$ cat config.mk
export PLATFORM = sky130hd
export DESIGN_NAME = iqca_queue
export DESIGN_NICKNAME = d
export VERILOG_FILES = /design/src/rtl/core/iqca_queue.sv
export SDC_FILE = /design/constraint.sdc
export NUM_CORES = 1
export LEC_CHECK = 0
export ABC_CLOCK_PERIOD_IN_PS = 1700
export BUFFER_PORTS_ARGS = -buffer_cell sky130_fd_sc_hd__buf_2
export CORE_MARGIN = 5
export CORE_UTILIZATION = 58
export CTS_BUF_LIST = sky130_fd_sc_hd__clkbuf_8
export DETAILED_ROUTE_END_ITERATION = 7
export GPL_ROUTABILITY_DRIVEN = 1
export PLACE_DENSITY = 0.89
export SYNTH_ARGS = -nofsm -noshare
export SYNTH_HDL_FRONTEND = slang
export SYNTH_SLANG_ARGS = --single-unit
$ cat constraint.sdc
create_clock -name clk -period 1.7 [get_ports clk]
set_clock_uncertainty 0.1 [all_clocks]
set_input_delay 0.085 -clock clk [delete_from_list [all_inputs] [get_ports clk]]
set_output_delay 0.085 -clock clk [all_outputs]
set_load 0.01 [all_outputs]
$ cat src/rtl/core/iqca_queue.sv
// ============================================================================
// iqca_queue
// Short register FIFO that decouples request classification from execution.
// ============================================================================
module iqca_queue #(
    parameter int WIDTH = 8,
    parameter int DEPTH = 4
) (
    input  logic             clk,
    input  logic             rst_n,
    input  logic             push,
    input  logic [WIDTH-1:0] push_data,
    output logic             full,
    input  logic             pop,
    output logic [WIDTH-1:0] pop_data,
    output logic             valid
);

    localparam int PTR_W = $clog2(DEPTH);
    localparam int CNT_W = $clog2(DEPTH + 1);

    logic [WIDTH-1:0] mem_reg [DEPTH];
    logic [PTR_W-1:0] wr_ptr_reg;
    logic [PTR_W-1:0] wr_ptr_next;
    logic [PTR_W-1:0] rd_ptr_reg;
    logic [PTR_W-1:0] rd_ptr_next;
    logic [CNT_W-1:0] count_reg;
    logic [CNT_W-1:0] count_next;

    assign full     = (count_reg == CNT_W'(DEPTH));
    assign valid    = (count_reg != '0);
    assign pop_data = mem_reg[rd_ptr_reg];

    always_comb
    begin
        wr_ptr_next = wr_ptr_reg;
        rd_ptr_next = rd_ptr_reg;
        count_next  = count_reg;
        if (push)
        begin
            wr_ptr_next = (wr_ptr_reg == PTR_W'(DEPTH - 1)) ? '0 : wr_ptr_reg + PTR_W'(1);
        end
        if (pop)
        begin
            rd_ptr_next = (rd_ptr_reg == PTR_W'(DEPTH - 1)) ? '0 : rd_ptr_reg + PTR_W'(1);
        end
        if (push && !pop)
        begin
            count_next = count_reg + CNT_W'(1);
        end
        else if (pop && !push)
        begin
            count_next = count_reg - CNT_W'(1);
        end
    end

    always_ff @(posedge clk or negedge rst_n)
    begin
        if (!rst_n)
        begin
            wr_ptr_reg <= '0;
            rd_ptr_reg <= '0;
            count_reg  <= '0;
        end
        else
        begin
            wr_ptr_reg <= wr_ptr_next;
            rd_ptr_reg <= rd_ptr_next;
            count_reg  <= count_next;
        end
    end

    always_ff @(posedge clk)
    begin
        if (push)
        begin
            mem_reg[wr_ptr_reg] <= push_data;
        end
    end

    a_no_overflow: assert property (@(posedge clk) disable iff (!rst_n)
        push |-> !full)
        else $error("queue push while full");

    a_no_underflow: assert property (@(posedge clk) disable iff (!rst_n)
        pop |-> valid)
        else $error("queue pop while empty");

endmodule

==> run summary, run 1 <==
Pint -> 2.387 mW
Initial antenna violation count -> 0
Worst path cell trace -> buf_8 > mux4_2 > buf_6
Overall die height -> 62.05 um
Slowest CP cell -> mux4_2
P_sw -> 0.9558 mW
CP Class -> reg2out
First-pass GRT wire length -> 4526 um
Top-Level Pins -> 22
Clock sink count -> 39
Worst-Margin Slew -> 0.4895 ns
Syn Area/Cell -> 19.89 um^2
Final nets -> 143
RSZ-0062 raised after global routing -> true
Combinational Power Share -> 35.5%
Fin. Hold Viols -> 0
Slowest cell delay on critical path -> 0.51 ns
Relative slew slack -> 67.37%
Worst hold path class -> in2reg
Static Leak -> 0.7951 nW
First drt pass iteration count -> 4
Crit Path Max Fanout -> 5
Net Sw Frac -> 28.59%
Sequential Power Share -> 42.6%
P&R area growth vs syn -> 29.54%
Row Count -> 18
WL/cell -> 19.14 um
Pre-CTS setup slack -> 0.04951 ns
Total congestion overflow -> 0
Vias in the first global route -> 880
Most frequent cells in the layout -> 32 x edfxtp_1, 15 x buf_2, 12 x dlygate4sd3_1
Antenna cell count -> 0
Synth cell types -> 18
Maximum vdd drop -> 1.430 mV
Via count -> 841
CTS tree -> built
Number of routed nets with antenna violations -> 0
Clk Latency, worst-skew pair -> 0.29 ns
Overall routing resource usage -> 18.69%
Final Cycle Share -> 99.48%
Synthesized area -> 1572 um^2
Max Clk Rate -> 0.5913 GHz
Commonest non-fill, non-tap cell in the layout -> edfxtp_1
Crit. End Element -> primary output
Core Area -> 2545 um^2
Critical Path RT -> 1.51 ns
CP Launch Type -> flip-flop
Share of cells above drive strength 1 -> 37.60%
Clk pwr share -> 21.9%
Placer's final routability congestion estimate -> 0.6803
Setup TNS Final -> 0 ns
Largest net degree at the start of global routing -> 13
DP Wirelength -> 1962 um
CTS Root Cell -> clkbuf_8
Pwr dens -> 1642 nW/um^2
Outcome -> complete, no violations
Crit-path leading delay family -> multiplexers
Vias per inst -> 5.426
Bufs and invs on worst path -> 2
Max-cap viol count -> 0
Initial core utilization -> 61.75%
PortBufs -> 21
CTS max path bufs -> 2
DRC Markers -> 0
Worst-path clk slew -> 0.07 ns
CTS Buf Count -> 5
Die Span X -> 62.05 um
Cells after Synth -> 79
CTS H-tree depth -> 2
Synthesized Nets -> 98
Final Setup Violations -> 0
Time the worst path needs with I/O delays and setup -> 1.691 ns
Crit path DAT -> 1.51 ns
Setup ws final -> 0.008917 ns
Slew Limit Fails -> 0
Yosys reg bits -> 39
Sequential fraction of the synthesis area -> 72.29%
Final WL -> 2966 um
Final Power -> 3.343 mW
Largest register FFs -> 32
YS warnings -> 0
Die area -> 3850 um^2
DR iter-0 viols -> 9
[worst paths after layout]
check / startpoint / end / slack, ns / depth (start not counted)
hold reg to reg: count_reg[2] / count_reg[2] / 0.38 / 1
max in group asynchronous: rst_n / rd_ptr_reg[0] / 1.27 / 2
setup / recovery: rd_ptr_reg[0] / pop_data[6] / 0.009 / 3
min in group asynchronous: rst_n / wr_ptr_reg[1] / 0.05 / 2
setup reg to reg: rd_ptr_reg[0] / rd_ptr_reg[1] / 0.12 / 4
hold / removal: push / wr_ptr_reg[0] / 0.04 / 3
[final cells by class]
class	count	area, um^2
flip-flops and latches	39	1140
fillers	142	509.2
inverters	5	18.77
clock inverters	3	38.79
repair buffers	40	331.6
well taps	30	37.54
multi-input cells	33	400.4
clock buffers	5	68.82
[layer usage]
metal  track usage [%]  share of wire [%]  wire (um)  up-vias
met4             8.182                1.2         37        0
met1             19.49                 37       1107      424
met3             6.818                5.7        170        4
met5                 0                  0          0        -
li1                  -                  -          -      391
met2             33.43                 56       1650       22
[power groups by stage]
stage          logic, mW  clock network (mW)  registers, mW
6_report            1.19               0.732           1.42
5_1_grt             1.29               0.798           1.44
4_1_cts            0.962               0.751           1.48
3_5_place_dp       0.844                   0           1.49
3_3_place_gp       0.764                   0           1.46
2_1_floorplan      0.656                   0           1.35
[Yosys cell counts]
cell / n / area [um^2]
edfxtp_1: 32 / 960.9
mux4_2: 8 / 180.2
dfrtp_1: 7 / 175.2
ha_1: 6 / 75.07
inv_1: 5 / 18.77
and2_1: 4 / 25.02
mux2_2: 3 / 33.78
nor2_1: 2 / 7.510
o21ai_0: 2 / 10.01
xor2_1: 2 / 17.52
buf_2: 1 / 5.000
buf_6: 1 / 11.26
fa_1: 1 / 20.02
nand2_1: 1 / 3.750
nand3_1: 1 / 5.000
nor3b_1: 1 / 7.510
or3_1: 1 / 6.260
xnor2_1: 1 / 8.760
[cells by family (layout without fill, tap and decap cells)]
kind of cell | count (synthesis) | count (layout) | share of synthesized area [%]
xor gates and xnor gates | 3 | 3 | 1.672
muxes | 11 | 11 | 13.61
AOI/OAI and AO/OA | 2 | 2 | 0.6370
buffers and inverters | 7 | 53 | 2.229
DFF | 39 | 39 | 72.29
and+or+nand+nor | 10 | 10 | 3.503
adders and majority gates | 7 | 7 | 6.051
[worst reg2reg max path, cell delays in order (launching register included)]
cell,delay [ns]
dfrtp_4,0.49
buf_6,0.14
buf_4,0.14
ha_1,0.31
mux2_2,0.28
[repair_timing]
item                                    CTS  global route
endpoints found under the setup margin    8             9
gates resized for setup                   4            10
hold buffers                             13             0
setup buffers                             1             4
endpoints found under the hold margin    42             0
[metrics by stage]
| step | hold WS, ns | cells | cell area, um^2 | utilization [%] |
|---|---|---|---|---|
| 2_1_floorplan | -0.3106 | 79 | 1572 | - |
| 3_3_place_gp | -0.1804 | 129 | 1705 | 67.01 |
| 3_5_place_dp | -0.1762 | 129 | 1705 | 67.01 |
| 4_1_cts | 0.02547 | 151 | 1967 | 77.29 |
| 5_1_grt | 0.03640 | 155 | 2036 | 79.99 |
| 6_report | 0.03833 | 155 | 2036 | 79.99 |
No activity file was read; power rests on OpenSTA's default activity.
==> run 2, diff against run 1 <==
- CORE_ASPECT_RATIO: default -> 0.9
- PLACE_DENSITY: 0.89 -> default
- PLACE_DENSITY_LB_ADDON: default -> 0.2
==> run 2 against run 1 <==
  * First-iteration DRC count rose to 2.7 times the previous value
  * Via count down 1.7%
  * Power down 2.4%
  * Clock-buffer cell count up 1
  * Global-route usage down 3.4 points
  * Worst setup slack better by 0.022 ns
  * Clock power up 6.4%
  * Sequential share of layout area up 0.16 points
  * Non-clock buffer count down 1
  * Critical endpoint is now pop_data[7]
  * Combinational power down 9%
  * Routed wire length down 12%
==> run summary, run 2 (synthesis gave the netlist of run 1 again) <==
Outcome -> complete, no violations
Worst-path clk slew -> 0.08 ns (about the same)
Slowest CP cell -> mux4_2
Highest routed layer -> met4
Worst-Margin Slew -> 0.4483 ns (-0.04120 ns)
Vias per inst -> 5.441 (+0.28%)
Core Area -> 2531 um^2 (-0.54%)
Total congestion overflow -> 0 (unchanged)
Row Count -> 17 (-1)
Die area -> 3852 um^2 (about the same)
CTS Buf Count -> 5 (unchanged)
DP Wirelength -> 1759 um (-10%)
Placer's final routability congestion estimate -> 0.7205 (+5.9%)
Most frequent cells in the layout -> 32 x edfxtp_1, 17 x buf_2, 12 x dlygate4sd3_1
Post-layout util -> 79.93% (about the same)
CTS max path bufs -> 2 (unchanged)
Fin. Hold Viols -> 0 (unchanged)
CTS H-tree depth -> 2 (unchanged)
Final Cycle Share -> 98.19% (-1.3 points)
Overall routing resource usage -> 15.31% (-3.4 points)
Slowest cell delay on critical path -> 0.52 ns (about the same)
Met3 Wirelength -> 89 um (-48%)
Share of cells above drive strength 1 -> 37.10% (-0.50 points)
WL/cell -> 17.24 um (-9.9%)
Final Power -> 3.263 mW (-2.4%)
Clock sink count -> 39 (unchanged)
Critical Path RT -> 1.51 ns (about the same)
Setup ws final -> 0.03070 ns (+0.02179 ns)
Final Setup Violations -> 0 (unchanged)
Pre-CTS setup slack -> 0.2132 ns (+0.1637 ns)
First-pass GRT wire length -> 4133 um (-8.7%)
PortBufs -> 21 (unchanged)
Post-DP Area -> 1745 um^2 (+2.3%)
Via count -> 827 (-1.7%)
Crit. End Element -> primary output
Largest net degree at the start of global routing -> 13 (unchanged)
Vias in the first global route -> 878 (-0.23%)
WL met2 -> 1381 um (-16%)
CP Launch Type -> flip-flop
P&R area growth vs syn -> 28.74%
Worst hold path class -> in2async
Commonest non-fill, non-tap cell in the layout -> edfxtp_1
Pwr dens -> 1613 nW/um^2 (-1.8%)
CTS Root Cell -> clkbuf_8
First drt pass iteration count -> 4 (unchanged)
Largest register FFs -> 32 (unchanged)
Antenna cell count -> 0 (unchanged)
Clk Latency, worst-skew pair -> 0.29 ns (about the same)
Overall die height -> 59.38 um (-4.3%)
Max-cap viol count -> 0 (unchanged)
Initial core utilization -> 62.09% (+0.34 points)
DRC Markers -> 0 (unchanged)
Die Span X -> 64.87 um (+4.5%)
CP Class -> reg2out
Crit path top cell by count -> buf_6
Initial antenna violation count -> 0 (unchanged)
Final instance area -> 2023 um^2 (-0.61%)
Crit path DAT -> 1.48 ns (-0.03 ns)
Final nets -> 142 (-0.70%)
Worst path cell trace -> buf_6 > mux4_2 > buf_6
Slew Limit Fails -> 0 (unchanged)
CTS tree -> built
Static Leak -> 0.7869 nW (-1.0%)
Final WL -> 2620 um (-12%)
RSZ-0062 raised after global routing -> true
Relative slew slack -> 70.11% (+2.7 points)
Crit Path Max Fanout -> 5 (unchanged)
Top-Level Pins -> 22 (unchanged)
Max Clk Rate -> 0.5991 GHz (+1.3%)
Maximum vdd drop -> 1.108 mV (-23%)
Number of routed nets with antenna violations -> 0 (unchanged)
Time the worst path needs with I/O delays and setup -> 1.669 ns (-0.02179 ns)
DRT met1 WL -> 1130 um (+2.1%)
DR iter-0 viols -> 24 (+15)
==> run 2: layout make-up <==
class                           count  area (um^2)
Clock inverter                      2        35.03
Clock buffer                        6        82.58
Timing Repair Buffer               39        315.3
Tap cell                           28        35.03
Fill cell                         139        508.0
Inverter                            5        18.77
Multi-Input combinational cell     33        400.4
Sequential cell                    39         1136
==> run 2: path summary, 6_finish.rpt <==
| kind | startpoint | to | slack (ns) | depth (start not counted) |
|---|---|---|---|---|
| hold reg to reg | count_reg[2] | count_reg[2] | 0.41 | 1 |
| hold / removal | rst_n | wr_ptr_reg[0] | 0.06 | 2 |
| min in group clk | push | count_reg[0] | 0.17 | 3 |
| setup reg to reg | wr_ptr_reg[0] | wr_ptr_reg[0] | 0.14 | 5 |
| setup / recovery | rd_ptr_reg[0] | pop_data[7] | 0.03 | 3 |
| max in group asynchronous | rst_n | rd_ptr_reg[1] | 1.28 | 2 |
==> run 2: report_power, final <==
part           switching, mW  internal (mW)
Sequential             0.150           1.26
Clock                  0.305          0.475
Combinational          0.452          0.624
Total                  0.907           2.36
==> run 2: routing by layer <==
layer / global-route usage [%] / up-vias
met1: 16.54 / 419
li1: - / 388
met3: 4.554 / 2
met2: 27.70 / 18
met5: 0 / -
met4: 7.229 / 0
==> run 2: critical path, delay by kind of cell (launching register included) <==
family | cells | cell delay, ns
flip-flops | 1 | 0.39
multiplexers | 1 | 0.52
buffers and inverters | 2 | 0.29
==> run 2: stage by stage <==
step | TNS, ns | hold slack, ns | instances
after floorplan | 0 | -0.3106 | 79
after global placement | 0 | -0.1738 | 131
after detailed placement | 0 | -0.1710 | 131
after CTS | 0 | 0.04903 | 151
after global routing | -0.08052 | 0.09083 | 152
final | 0 | 0.05682 | 152
==> run 2: what timing repair did <==
item                                    4_1_cts  5_1_grt
endpoints found under the hold margin        43        0
endpoints found under the setup margin        0        7
hold buffers                                 12        0
resized for setup                             0        6
buffers inserted                              0        1
