## config.mk

```make
export PLATFORM = sky130hd
export DESIGN_NAME = iqca_front
export DESIGN_NICKNAME = d
export VERILOG_FILES = /design/src/rtl/core/iqca_pkg.sv /design/src/rtl/core/iqca_front.sv
export SDC_FILE = /design/constraint.sdc
export NUM_CORES = 1
export LEC_CHECK = 0
export BUFFER_PORTS_ARGS = -buffer_cell sky130_fd_sc_hd__buf_2
export CAP_MARGIN = 15
export CORE_AREA = 2 2 113 115
export CTS_CLUSTER_DIAMETER = 120
export CTS_CLUSTER_SIZE = 40
export DETAILED_ROUTE_END_ITERATION = 8
export DIE_AREA = 0 0 115 117
export PLACE_DENSITY = 0.79
export SYNTH_ARGS = -nofsm -noshare
export SYNTH_HDL_FRONTEND = slang
export SYNTH_SLANG_ARGS = --single-unit
```

## constraint.sdc

```tcl
create_clock -name clk -period 4.01 [get_ports clk]
set_input_delay 0.2005 -clock clk [delete_from_list [all_inputs] [get_ports clk]]
set_output_delay 0.2005 -clock clk [all_outputs]
set_load 0.005 [all_outputs]
```

## src/rtl/core/iqca_pkg.sv

```systemverilog
// ============================================================================
// iqca_pkg
// Shared types and codes for the quadtree child availability block.
// ============================================================================
package iqca_pkg;

    localparam int LEVEL_W = 5;
    localparam int COORD_W = 16;
    localparam int ADDR_W  = 9;
    localparam int BYTE_W  = 8;
    localparam int SLV_W   = 3;
    localparam int CIDX_W  = 3;
    localparam int CFG_W   = 16;
    localparam int MASK_W  = 4;

    typedef enum logic {
        OP_WRITE = 1'b0,
        OP_QUERY = 1'b1
    } op_t;

    typedef enum logic [1:0] {
        SEL_TILE    = 2'd0,
        SEL_CONTENT = 2'd1,
        SEL_CHILD   = 2'd2
    } bitmap_sel_t;

    typedef enum logic [CIDX_W-1:0] {
        REG_SUBTREE_LEVELS   = 3'd0,
        REG_AVAILABLE_LEVELS = 3'd1,
        REG_ROOT_LEVEL       = 3'd2,
        REG_ROOT_X           = 3'd3,
        REG_ROOT_Y           = 3'd4
    } cfg_reg_t;

    // classification handed from the front part to the back part
    typedef struct packed {
        logic        is_write;
        bitmap_sel_t sel;
        logic        hit;
        logic        interior;
        logic        beyond;
    } q_ctrl_t;

endpackage

```

## src/rtl/core/iqca_front.sv

```systemverilog
// ============================================================================
// iqca_front
// Configuration registers, request capture and classification: subtree root,
// hit test, level class and bitmap bit position of the four children.
// ============================================================================
module iqca_front
    import iqca_pkg::*;
#(
    parameter int MAX_SUBTREE_LEVELS = 6,
    parameter int COORD_BITS         = 16,
    parameter int LOC_W              = 3,
    parameter int IDX_W              = 12
) (
    input  logic                clk,
    input  logic                rst_n,
    input  logic                cfg_write,
    input  logic [CIDX_W-1:0]   cfg_index,
    input  logic [CFG_W-1:0]    cfg_data,
    input  logic                in_valid,
    output logic                in_stall,
    input  logic                op,
    input  logic [1:0]          bitmap_select,
    input  logic [ADDR_W-1:0]   byte_address,
    input  logic [BYTE_W-1:0]   byte_value,
    input  logic [LEVEL_W-1:0]  tile_level,
    input  logic [COORD_W-1:0]  tile_x,
    input  logic [COORD_W-1:0]  tile_y,
    input  logic                clearing,
    input  logic                q_full,
    output logic                push,
    output q_ctrl_t             push_ctrl,
    output logic [ADDR_W-1:0]   push_addr,
    output logic [BYTE_W-1:0]   push_val,
    output logic [IDX_W-1:0]    push_pos
);

    typedef logic [2:0] loc_tab_t [256];
    typedef logic [IDX_W-1:0] offs_t [MAX_SUBTREE_LEVELS+1];

    function automatic loc_tab_t build_local_tab();
        loc_tab_t tab;
        int       r;
        for (int si = 0; si < 8; si++)
        begin
            for (int l = 0; l < 32; l++)
            begin
                r = l;
                for (int k = 0; k < 32; k++)
                begin
                    if (r >= si + 1)
                    begin
                        r = r - (si + 1);
                    end
                end
                tab[si*32+l] = 3'(r);
            end
        end
        return tab;
    endfunction

    function automatic offs_t build_offs();
        offs_t t;
        int    acc;
        acc = 0;
        for (int c = 0; c <= MAX_SUBTREE_LEVELS; c++)
        begin
            t[c] = IDX_W'(acc);
            acc  = acc * 4 + 1;
        end
        return t;
    endfunction

    localparam loc_tab_t LOCAL_TAB = build_local_tab();
    localparam offs_t    OFFS      = build_offs();

    // configuration
    logic [SLV_W-1:0]      subtree_levels_reg;
    logic [LEVEL_W-1:0]    avail_levels_reg;
    logic [LEVEL_W-1:0]    root_level_reg;
    logic [COORD_W-1:0]    root_x_reg;
    logic [COORD_W-1:0]    root_y_reg;

    // capture stage
    logic                  f1_valid_reg;
    logic                  f1_valid_next;
    op_t                   f1_op_reg;
    logic [1:0]            f1_sel_reg;
    logic [ADDR_W-1:0]     f1_addr_reg;
    logic [BYTE_W-1:0]     f1_val_reg;
    logic [LEVEL_W-1:0]    f1_lvl_reg;
    logic [COORD_BITS-1:0] f1_x_reg;
    logic [COORD_BITS-1:0] f1_y_reg;
    logic [LOC_W-1:0]      f1_loc_reg;

    logic                  accept;
    logic [3:0]            s_ext;
    logic [LOC_W-1:0]      s_eff;
    logic [2:0]            s_m1;
    logic [LOC_W-1:0]      loc_next;

    logic [LEVEL_W-1:0]    root_lvl;
    logic [COORD_BITS-1:0] rx;
    logic [COORD_BITS-1:0] ry;
    logic [LOC_W:0]        cloc;
    logic [31:0]           xw;
    logic [31:0]           yw;
    logic [IDX_W-1:0]      m4;
    logic                  hit;
    logic                  interior;
    logic                  beyond;

    always_ff @(posedge clk or negedge rst_n)
    begin
        if (!rst_n)
        begin
            subtree_levels_reg <= SLV_W'(1);
            avail_levels_reg   <= '0;
            root_level_reg     <= '0;
            root_x_reg         <= '0;
            root_y_reg         <= '0;
        end
        else if (cfg_write)
        begin
            unique case (cfg_index)
                REG_SUBTREE_LEVELS:   subtree_levels_reg <= cfg_data[SLV_W-1:0];
                REG_AVAILABLE_LEVELS: avail_levels_reg   <= cfg_data[LEVEL_W-1:0];
                REG_ROOT_LEVEL:       root_level_reg     <= cfg_data[LEVEL_W-1:0];
                REG_ROOT_X:           root_x_reg         <= cfg_data[COORD_W-1:0];
                REG_ROOT_Y:           root_y_reg         <= cfg_data[COORD_W-1:0];
                default:              ;
            endcase
        end
    end

    // effective subtree depth and local level
    always_comb
    begin
        s_ext = {1'b0, subtree_levels_reg};
        if (s_ext == 4'd0)
        begin
            s_ext = 4'd1;
        end
        else if (32'(s_ext) > MAX_SUBTREE_LEVELS)
        begin
            s_ext = 4'(MAX_SUBTREE_LEVELS);
        end
        s_eff    = LOC_W'(s_ext);
        s_m1     = 3'(s_ext - 4'd1);
        loc_next = LOC_W'(LOCAL_TAB[{s_m1, tile_level}]);
    end

    assign in_stall = clearing || (f1_valid_reg && q_full);
    assign accept   = in_valid && !in_stall;
    assign push     = f1_valid_reg && !q_full;

    always_comb
    begin
        f1_valid_next = f1_valid_reg;
        if (accept)
        begin
            f1_valid_next = 1'b1;
        end
        else if (push)
        begin
            f1_valid_next = 1'b0;
        end
    end

    always_ff @(posedge clk or negedge rst_n)
    begin
        if (!rst_n)
        begin
            f1_valid_reg <= 1'b0;
        end
        else
        begin
            f1_valid_reg <= f1_valid_next;
        end
    end

    always_ff @(posedge clk)
    begin
        if (accept)
        begin
            f1_op_reg   <= op_t'(op);
            f1_sel_reg  <= bitmap_select;
            f1_addr_reg <= byte_address;
            f1_val_reg  <= byte_value;
            f1_lvl_reg  <= tile_level;
            f1_x_reg    <= tile_x[COORD_BITS-1:0];
            f1_y_reg    <= tile_y[COORD_BITS-1:0];
            f1_loc_reg  <= loc_next;
        end
    end

    // hit test and child bit position
    always_comb
    begin
        root_lvl = f1_lvl_reg - LEVEL_W'(f1_loc_reg);
        rx       = f1_x_reg >> f1_loc_reg;
        ry       = f1_y_reg >> f1_loc_reg;
        hit      = (root_lvl == root_level_reg) &&
                   (rx == root_x_reg[COORD_BITS-1:0]) &&
                   (ry == root_y_reg[COORD_BITS-1:0]);
        cloc     = {1'b0, f1_loc_reg} + (LOC_W+1)'(1);
        interior = cloc < {1'b0, s_eff};
        beyond   = ({1'b0, f1_lvl_reg} + (LEVEL_W+1)'(1)) >= {1'b0, avail_levels_reg};
        xw       = 32'(f1_x_reg);
        yw       = 32'(f1_y_reg);
        m4       = '0;
        for (int i = 0; i < MAX_SUBTREE_LEVELS - 1; i++)
        begin
            if (i < int'(f1_loc_reg))
            begin
                m4[2*i+2] = xw[i];
                m4[2*i+3] = yw[i];
            end
        end
    end

    assign push_ctrl.is_write = (f1_op_reg == OP_WRITE);
    assign push_ctrl.sel      = bitmap_sel_t'(f1_sel_reg);
    assign push_ctrl.hit      = hit;
    assign push_ctrl.interior = interior;
    assign push_ctrl.beyond   = beyond;
    assign push_addr          = f1_addr_reg;
    assign push_val           = f1_val_reg;
    assign push_pos           = interior ? (OFFS[cloc[LOC_W-1:0]] + m4) : m4;

endmodule

```

==> flow_summary.yaml, run 1 <==
run_status:
  outcome: "finished clean"
synth:
  yosys_register_bits: 106
  yosysTopAreaCell: "edfxtp_1"
  synth.distinct_cells: 59
  ys_seq_area_frac: 0.436
  synth_edf_count: 60
  synthesis.nets: 698
  yosys-top-cells-area: "edfxtp_1 (27%), dfrtp_1 (17%), mux2_2 (8.0%), mux4_2 (7.6%), ha_1 (5.2%)"
  yosys.area.top_type_share: 0.266
  yosysWarnings: 0
  ys.flop_type: "edfxtp_1"
  netlist_instances: 587
  async_flop_share: 0.434
  synth_common_cells: "edfxtp_1 (60), mux2_2 (48), dfrtp_1 (45)"
  synth_most_common_cell: "edfxtp_1"
  synth_area_per_cell_um2: 11.5
  syn_area_mm2: 0.00677
critical_path:
  crit_chain: "mux4_2 > and2_1 > or3_1 > a2111o_1 > or4_1 > nor4_2 > buf_2"
  required_ps: 3810
  critPathMaxStageDelay_ps: 650
  cp_top_family: "simple AND/OR/NAND/NOR gates"
  slowest_stage: "edfxtp_1"
  crit_path_start_kind: "register"
  critical_path_class: "reg -> out"
  reg2reg_from: "subtree_levels_reg[0]"
  r2r-end: "f1_loc_reg[1]"
  arrival_ps: 3490
  cp_num_cells: 7
  worst-path-buf-inv: 1
  end_kind: "output pin"
  worstSetupStartpoint: "f1_loc_reg[1]"
  endpoint: "push_ctrl[2]"
  cp_max_fo: 11
  r2r_slack_ps: 1210
  reg2reg_depth: 9
finish:
  fin_nets: 802
  area_growth_pct: 15.4
  fillCellCount: 983
  drive_above_1_share: 0.316
  diodes: 0
timing:
  period_needed_ps: 3690
  worst_hold_slack_ps: 16.0
  rsz0062_at_grt: "no"
  worst_pin_slew_ps: 894
  setup_tns_ps: 0
  fin_crit_sh: 0.920
  hold_violations: 0
  finalSetupViolations: 0
  slew_headroom: 0.402
  finClkSkew_ps: 5.47
  fmax_ghz: 0.271
  maxSlewViolCount: 0
route:
  drtIter0Drc: 338
  remaining_drc_errors: 0
  viasPerCell: 6.00
  drtPass1Iterations: 5
  routedWlPerCell_um: 19.1
  vias: 5073
  ant_nets: 0
  totalWireLength_um: 16100
clocking:
  cts.sinks: 106
  cts-root-buf: "clkbuf_16"
  clkLatencyLatePin_ps: 350
  clockBufferDepth: 2
  cts_tree: "done"
  cts_max_level: 3
  clk_pin_slew_worst_paths_ps: 80
  cts_setup_buffers: 0
  numCtsBuffers: 9
pwr:
  netSwitchingFraction: 0.326
  peakVddDrop_v: 0.000262
  finalPower_w: 0.00353
  p_leak_nw: 3.27
  internal_power_w: 0.00237
  p_comb_frac: 0.332
  seq_power_share: 0.406
  power_per_cell_area_mw_per_mm2: 451
  switchingPower_w: 0.00115
  power.share.clock: 0.262
die:
  start_util: 0.550
  core_area_mm2: 0.0123
  fp.dieW_um: 115
  die_h_um: 117
  num_rows: 41
  ios: 119
  die_area_mm2: 0.0135
global_routing:
  grt_pass1_vias: 5111
  grt_max_degree: 47
  grt_pass1_wl_um: 26100
  grt-ovfl-total: 0
  track_usage: 0.250
  grt_antenna_before_repair: 0
place:
  hpwlAfterDp_um: 12100
  port_buffers: 117
  routabilityCongestion: 0.942
min_path:
  min_from: "byte_value[4]"
  hold_class: "in -> reg"
run:
  maxCapViolations: 0
[worst register-to-register path: stages, from the launching register on]
cell	delay, ps
dfstp_2	540
nor2b_1	160
o21ai_1	250
ha_1	300
xnor2_1	520
o31ai_1	160
a211oi_1	250
nand2_1	100
a31oi_1	170
a221oi_1	80
[metal layers]
layer,GRT usage,share of wire,routed length [um],up-vias
li1,-,-,-,2377
met1,0.314,0.41,6560,2491
met2,0.446,0.53,8490,181
met3,0.0386,0.048,777,24
met4,0.0795,0.019,311,0
met5,0,0,0,-
[worst min-delay path by stage]
stage / cells after the start / endpoint
after floorplan: 0 / avail_levels_reg[0]
after global placement: 1 / push_val[4]
after detailed placement: 1 / push_val[7]
after CTS: 1 / push_addr[4]
after global routing: 1 / push_val[4]
final: 1 / push_val[4]
[power by group through the flow]
stage | clock [W] | combinational, W | sequential, W
after detailed placement | 0 | 0.00116 | 0.00145
final | 0.000924 | 0.00117 | 0.00143
after floorplan | 0 | 0.000867 | 0.00140
after global routing | 0.000988 | 0.00129 | 0.00145
after global placement | 0 | 0.00112 | 0.00144
after CTS | 0.000942 | 0.00116 | 0.00143
[placed cells by master, fill, tap and decap left out, types with 5 or more instances in the layout]
master     instances
buf_2            117
edfxtp_1          60
mux2_2            48
dfrtp_1           45
mux2i_1           35
o21ai_0           33
nand2_1           31
inv_1             30
ha_1              28
nor2_1            25
mux4_2            23
xor2_1            22
xnor2_1           22
a21oi_1           17
nor2b_1           13
nand3_1           10
nor3_1             9
a211oi_1           9
clkbuf_16          9
buf_4              8
nand2b_1           7
o211ai_1           7
nand3b_1           6
a21o_1             5
and3_1             5
a311oi_1           5
[metrics by stage]
step	util	worst slack, ps	std cells	area (um2)
2_1_floorplan	-	692	587	6770
3_3_place_gp	0.606	785	827	7460
3_5_place_dp	0.606	732	827	7460
4_1_cts	0.632	320	843	7780
5_1_grt	0.635	125	846	7820
6_report	0.635	320	846	7820
[kinds of logic (layout without fill, tap and decap cells)]
logic type	count (synthesis)	in the layout	synth area share
buffers and inverters	66	175	0.0418
other	1	1	0.000554
AOI/OAI and AO/OA	104	104	0.0994
adders and majority gates	29	29	0.0547
muxes	106	106	0.208
and+or+nand+nor	131	131	0.103
xor gates and xnor gates	44	44	0.0569
DFF	106	106	0.436
[layout make-up]
cell class                 count  area [um2]  area share
clock buffer                   9         225      0.0288
clock inverter                 7        90.1      0.0115
inverter                      30         113      0.0144
multi-input combinational    415        3540       0.453
sequential                   106        2950       0.378
tap                          150         188      0.0240
timing repair buffer         129         706      0.0903
[timing repair]
item,4_1_cts,5_1_grt
gates resized for setup,0,0
hold buffers,0,2
hold endpoints to repair,0,46
Note: power is estimated with default switching activity, not from simulation.
==> inputs of run 2 (changes only) <==
- REMOVE_ABC_BUFFERS: default -> 1
==> run 2 against run 1 <==
Compared with the run above:
- the flow now finishes with violations (negative hold slack)
- sequential power is essentially flat
- total power grew 0.20%
- critical path depth grew 7
- maximum frequency grew 3.9%
- via count grew 5.0%
- clock skew grew 6.5 ps
- final cell count grew 3.9%
- combinational power is essentially flat
==> flow_summary.yaml, run 2 (synthesis results as in run 1) <==
run_status:
  outcome: "finished, violations left"
  violations: "negative hold slack"
route:
  totalWireLength_um: 16800
  drtIter0Drc: 305
  drtPass1Iterations: 6
  remaining_drc_errors: 0
  viasPerCell: 6.06
  routedWlPerCell_um: 19.1
  ant_nets: 0
  vias: 5328
timing:
  hold_violations: 1
  fin_crit_sh: 0.886
  slew_headroom: 0.344
  rsz0062_at_grt: "no"
  worst_pin_slew_ps: 981
  period_needed_ps: 3550
  maxSlewViolCount: 0
  setup_tns_ps: 0
  setup_slack_ps: 457
  finalSetupViolations: 0
  fmax_ghz: 0.281
  worst_hold_slack_ps: -2.08
  finClkSkew_ps: 12.0
critical_path:
  critPathMaxStageDelay_ps: 380
  reg2reg_depth: 9
  required_ps: 3810
  cp_max_fo: 30
  crit_chain: "buf_4 > ha_1 > inv_1 > ha_1 > nand2_1 > ha_1 > ha_1 > a21o_1 > a41oi_1 > nor2_1 > o21bai_1 > xor2_1 > o21ai_0 > buf_2"
  critical_path_class: "reg -> out"
  crit_path_frequent_cell: "ha_1"
  crit_path_start_kind: "register"
  arrival_ps: 3350
  end_kind: "output pin"
  slowest_stage: "edfxtp_1"
die:
  die_h_um: 117
  ios: 119
  start_util: 0.550
  die_area_mm2: 0.0135
  fp.dieW_um: 115
  num_rows: 41
  core_area_mm2: 0.0123
finish:
  final_cell_mix: "buf_2 (117), edfxtp_1 (60), mux2_2 (48), dfrtp_1 (45)"
  fin_nets: 835
  drive_above_1_share: 0.302
  final_cells: 879
  area_growth_pct: 20.1
  fillCellCount: 892
  diodes: 0
  final_common_cell: "buf_2"
pwr:
  p_leak_nw: 3.40
  power_per_cell_area_mw_per_mm2: 434
  peakVddDrop_v: 0.000321
min_path:
  hold_class: "in -> reg"
  holdPathStages: 1
clocking:
  cts-root-buf: "clkbuf_16"
  cts_max_level: 3
  clockBufferDepth: 2
  cts_tree: "done"
  cts.sinks: 106
  numCtsBuffers: 9
  clkLatencyLatePin_ps: 370
  cts-resized-gates: 0
  clk_pin_slew_worst_paths_ps: 80
global_routing:
  grt_max_degree: 47
  grt-ovfl-total: 0
  grt_pass1_wl_um: 27000
  grt_antenna_before_repair: 0
  track_usage: 0.261
  grt_pass1_vias: 5367
place:
  dp.cells: 827
  place_ws_ps: 894
  hpwlAfterDp_um: 12100
  port_buffers: 117
  routabilityCongestion: 0.923
run:
  maxCapViolations: 0
## run 2: layout make-up
class | instances | area, um2 | share of cell area
Clock buffer | 9 | 225 | 0.0277
Clock inverter | 7 | 88.8 | 0.0109
Inverter | 30 | 113 | 0.0138
Multi-Input combinational cell | 415 | 3540 | 0.435
Sequential cell | 106 | 2950 | 0.363
Tap cell | 150 | 188 | 0.0231
Timing Repair Buffer | 162 | 1020 | 0.126
## run 2: through the flow
stage	total power [W]	hold slack [ps]	utilization	area [um2]
floorplan	0.00222	-95.1	-	6600
finish	0.00353	-2.08	0.661	8130
global route	0.00371	0.978	0.661	8130
CTS	0.00353	0.00580	0.658	8100
detailed placement	0.00260	379	0.605	7450
global placement	0.00255	376	0.605	7450
## run 2: path summary, 6_finish.rpt
check / end / slack, ps / from
setup / recovery: push_pos[10] / 460 / f1_loc_reg[0]
hold / removal: f1_y_reg[9] / -2 / tile_y[9]
setup reg to reg: f1_loc_reg[1] / 1250 / subtree_levels_reg[0]
hold reg to reg: f1_valid_reg / 520 / f1_valid_reg
max in group asynchronous: subtree_levels_reg[0] / 3290 / rst_n
min in group asynchronous: root_y_reg[8] / 200 / rst_n
## run 2: report_power, final
group | total (W) | internal [W] | leakage (nW) | switching [W]
logic | 0.00120 | 0.000588 | 2.13 | 0.000616
registers | 0.00142 | 0.00130 | 1.11 | 0.000119
clock network | 0.000909 | 0.000451 | 0.152 | 0.000458
total | 0.00353 | 0.00234 | 3.40 | 0.00119
## run 2: routing by layer
| layer | vias up | share of wire | wire length [um] | GRT usage |
|---|---|---|---|---|
| li1 | 2453 | - | - | - |
| met1 | 2631 | 0.40 | 6770 | 0.315 |
| met2 | 195 | 0.51 | 8570 | 0.459 |
| met3 | 49 | 0.052 | 865 | 0.0422 |
| met4 | 0 | 0.035 | 580 | 0.125 |
| met5 | - | 0 | 0 | 0 |
## run 2: what timing repair did
| action | CTS | global route |
|---|---|---|
| buffers inserted | 0 | 0 |
| hold endpoints to repair | 34 | 45 |
| hold buffers | 34 | 1 |
| endpoints found under the setup margin | 0 | 0 |
## run 2: critical path, delay by kind of cell, from the launching register on
family                   cells  cell delay, ps
AND/OR/NAND/NOR              2             130
AO/OA/AOI/OAI                4             820
adder cells (fa/ha/maj)      4             990
XOR/XNOR                     1              80
buffers and inverters        3             570
flip-flops                   1             380
==> inputs of run 3 (changes only) <==
- CORE_AREA: 2 2 113 115 -> 2 2 109 111
- DIE_AREA: 0 0 115 117 -> 0 0 111 113
- PLACE_DENSITY: 0.79 -> 0.84
- clock period: 4.01 -> 4.3 ns (I/O delays scaled with it)
==> run 3 against run 2 <==
Compared with the run above:
- the flow now finishes without violations
- clock power fell by 9.1%
- via count shrank 3.9%
- critical path depth decreased by 6
- flip-flop and latch count is the same
- critical path type unchanged
- clock skew shrank 3.4 ps
- worst hold slack gained 24 ps
- wire length down 4.8%
==> flow_summary.yaml, run 3 (synthesis results as in run 1) <==
global_routing:
  grt_pass1_wl_um: 25400
  grt_pass1_vias: 5046
  grt-ovfl-total: 0
  grt_max_degree: 47
  track_usage: 0.257
  grt_antenna_before_repair: 0
finish:
  final_cell_mix: "buf_2 (117), edfxtp_1 (60), mux2_2 (48), dfrtp_1 (45), mux2i_1 (35)"
  diodes: 0
  area_growth_pct: 14.8
  drive_above_1_share: 0.317
  fin_nets: 801
  final_common_cell: "buf_2"
pwr:
  finalPower_w: 0.00324
  p_leak_nw: 3.25
  p_comb_frac: 0.333
  power_per_cell_area_mw_per_mm2: 417
  peakVddDrop_v: 0.000374
  power.share.clock: 0.255
  seq_power_share: 0.412
  switchingPower_w: 0.00108
  internal_power_w: 0.00217
  netSwitchingFraction: 0.332
die:
  die_area_mm2: 0.0125
  die_h_um: 113
  fp.dieW_um: 111
  start_util: 0.601
  core_area_mm2: 0.0113
  num_rows: 39
  ios: 119
clocking:
  cts.sinks: 106
  cts-root-buf: "clkbuf_16"
  clkLatencyLatePin_ps: 360
  cts_max_level: 3
  clk_pin_slew_worst_paths_ps: 80
  cts_tree: "done"
  numCtsBuffers: 9
  cts-resized-gates: 0
  clockBufferDepth: 2
place:
  routabilityCongestion: 0.878
  hpwlAfterDp_um: 12000
  place_ws_ps: 957
  port_buffers: 117
timing:
  worst_hold_slack_ps: 22.4
  finalSetupViolations: 0
  slew_headroom: 0.365
  fmax_ghz: 0.268
  maxSlewViolCount: 0
  setup_slack_ps: 570
  setup_tns_ps: 0
  hold_violations: 0
  rsz0062_at_grt: "no"
  fin_crit_sh: 0.868
  period_needed_ps: 3730
  finClkSkew_ps: 8.58
  worst_pin_slew_ps: 950
route:
  ant_nets: 0
  drtIter0Drc: 358
  remaining_drc_errors: 0
  routedWlPerCell_um: 19.1
  viasPerCell: 6.11
  drtPass1Iterations: 5
  vias: 5120
  totalWireLength_um: 16000
run:
  maxCapViolations: 0
run_status:
  outcome: "finished clean"
critical_path:
  required_ps: 4090
  arrival_ps: 3520
  crit_path_start_kind: "register"
  critical_path_class: "reg -> out"
  cp_max_fo: 16
  end_kind: "output pin"
min_path:
  hold_class: "in -> reg"
-- run 3: cell count changes in the layout (fill, tap and decap cells not counted), sizes merged --
cell,before,now
clkbuf,9,10
inv,33,35
clkinv,4,1
dlygate4sd3,35,1
-- run 3: area by class of cell --
cell class	count	area, um2
clock buffers	10	239
clock inverters	6	62.6
fillers	809	3500
inverters	30	113
multi-input cells	415	3540
flip-flops and latches	106	2950
well taps	143	179
repair buffers	128	683
-- run 3: repair_timing --
action / in CTS / in global routing
hold buffers: 0 / 1
endpoints found under the hold margin: 0 / 17
buffers inserted: 0 / 0
-- run 3: worst max-delay path: stages, from the launching register on --
cell      delay, ps
edfxtp_1        670
buf_4           350
mux2i_1         300
o22ai_1         130
or3_1           350
a2111o_1        400
or4_1           560
nor4_2          240
buf_2           150
-- run 3: power groups by stage --
stage,clock (W),sequential (W),combinational (W)
after global placement,0,0.00135,0.00102
final,0.000826,0.00134,0.00108
after CTS,0.000841,0.00133,0.00108
after detailed placement,0,0.00135,0.00107
after floorplan,0,0.00135,0.000724
after global routing,0.000875,0.00135,0.00118
-- run 3: stage by stage --
step	area, um2	instances	utilization
finish	7770	838	0.690
global route	7770	838	0.690
CTS	7740	836	0.687
detailed placement	7440	820	0.660
global placement	7440	820	0.660
floorplan	6600	551	-
-- run 3: path summary, 6_finish.rpt --
path	startpoint	end	slack (ps)	depth (start not counted)
max	f1_loc_reg[1]	push_ctrl[2]	570	8
min	byte_address[5]	push_addr[5]	20	1
max reg2reg	subtree_levels_reg[0]	f1_loc_reg[1]	1550	9
min reg2reg	f1_valid_reg	f1_valid_reg	520	1
max in group asynchronous	rst_n	subtree_levels_reg[0]	3530	3
min in group asynchronous	rst_n	root_y_reg[6]	230	2
-- run 3: metal layers --
layer  track usage  up-vias  share of wire
li1              -     2382              -
met1         0.318     2473           0.39
met5             0        -              0
met4         0.129        0          0.038
met3        0.0477       57          0.056
met2         0.435      208           0.51
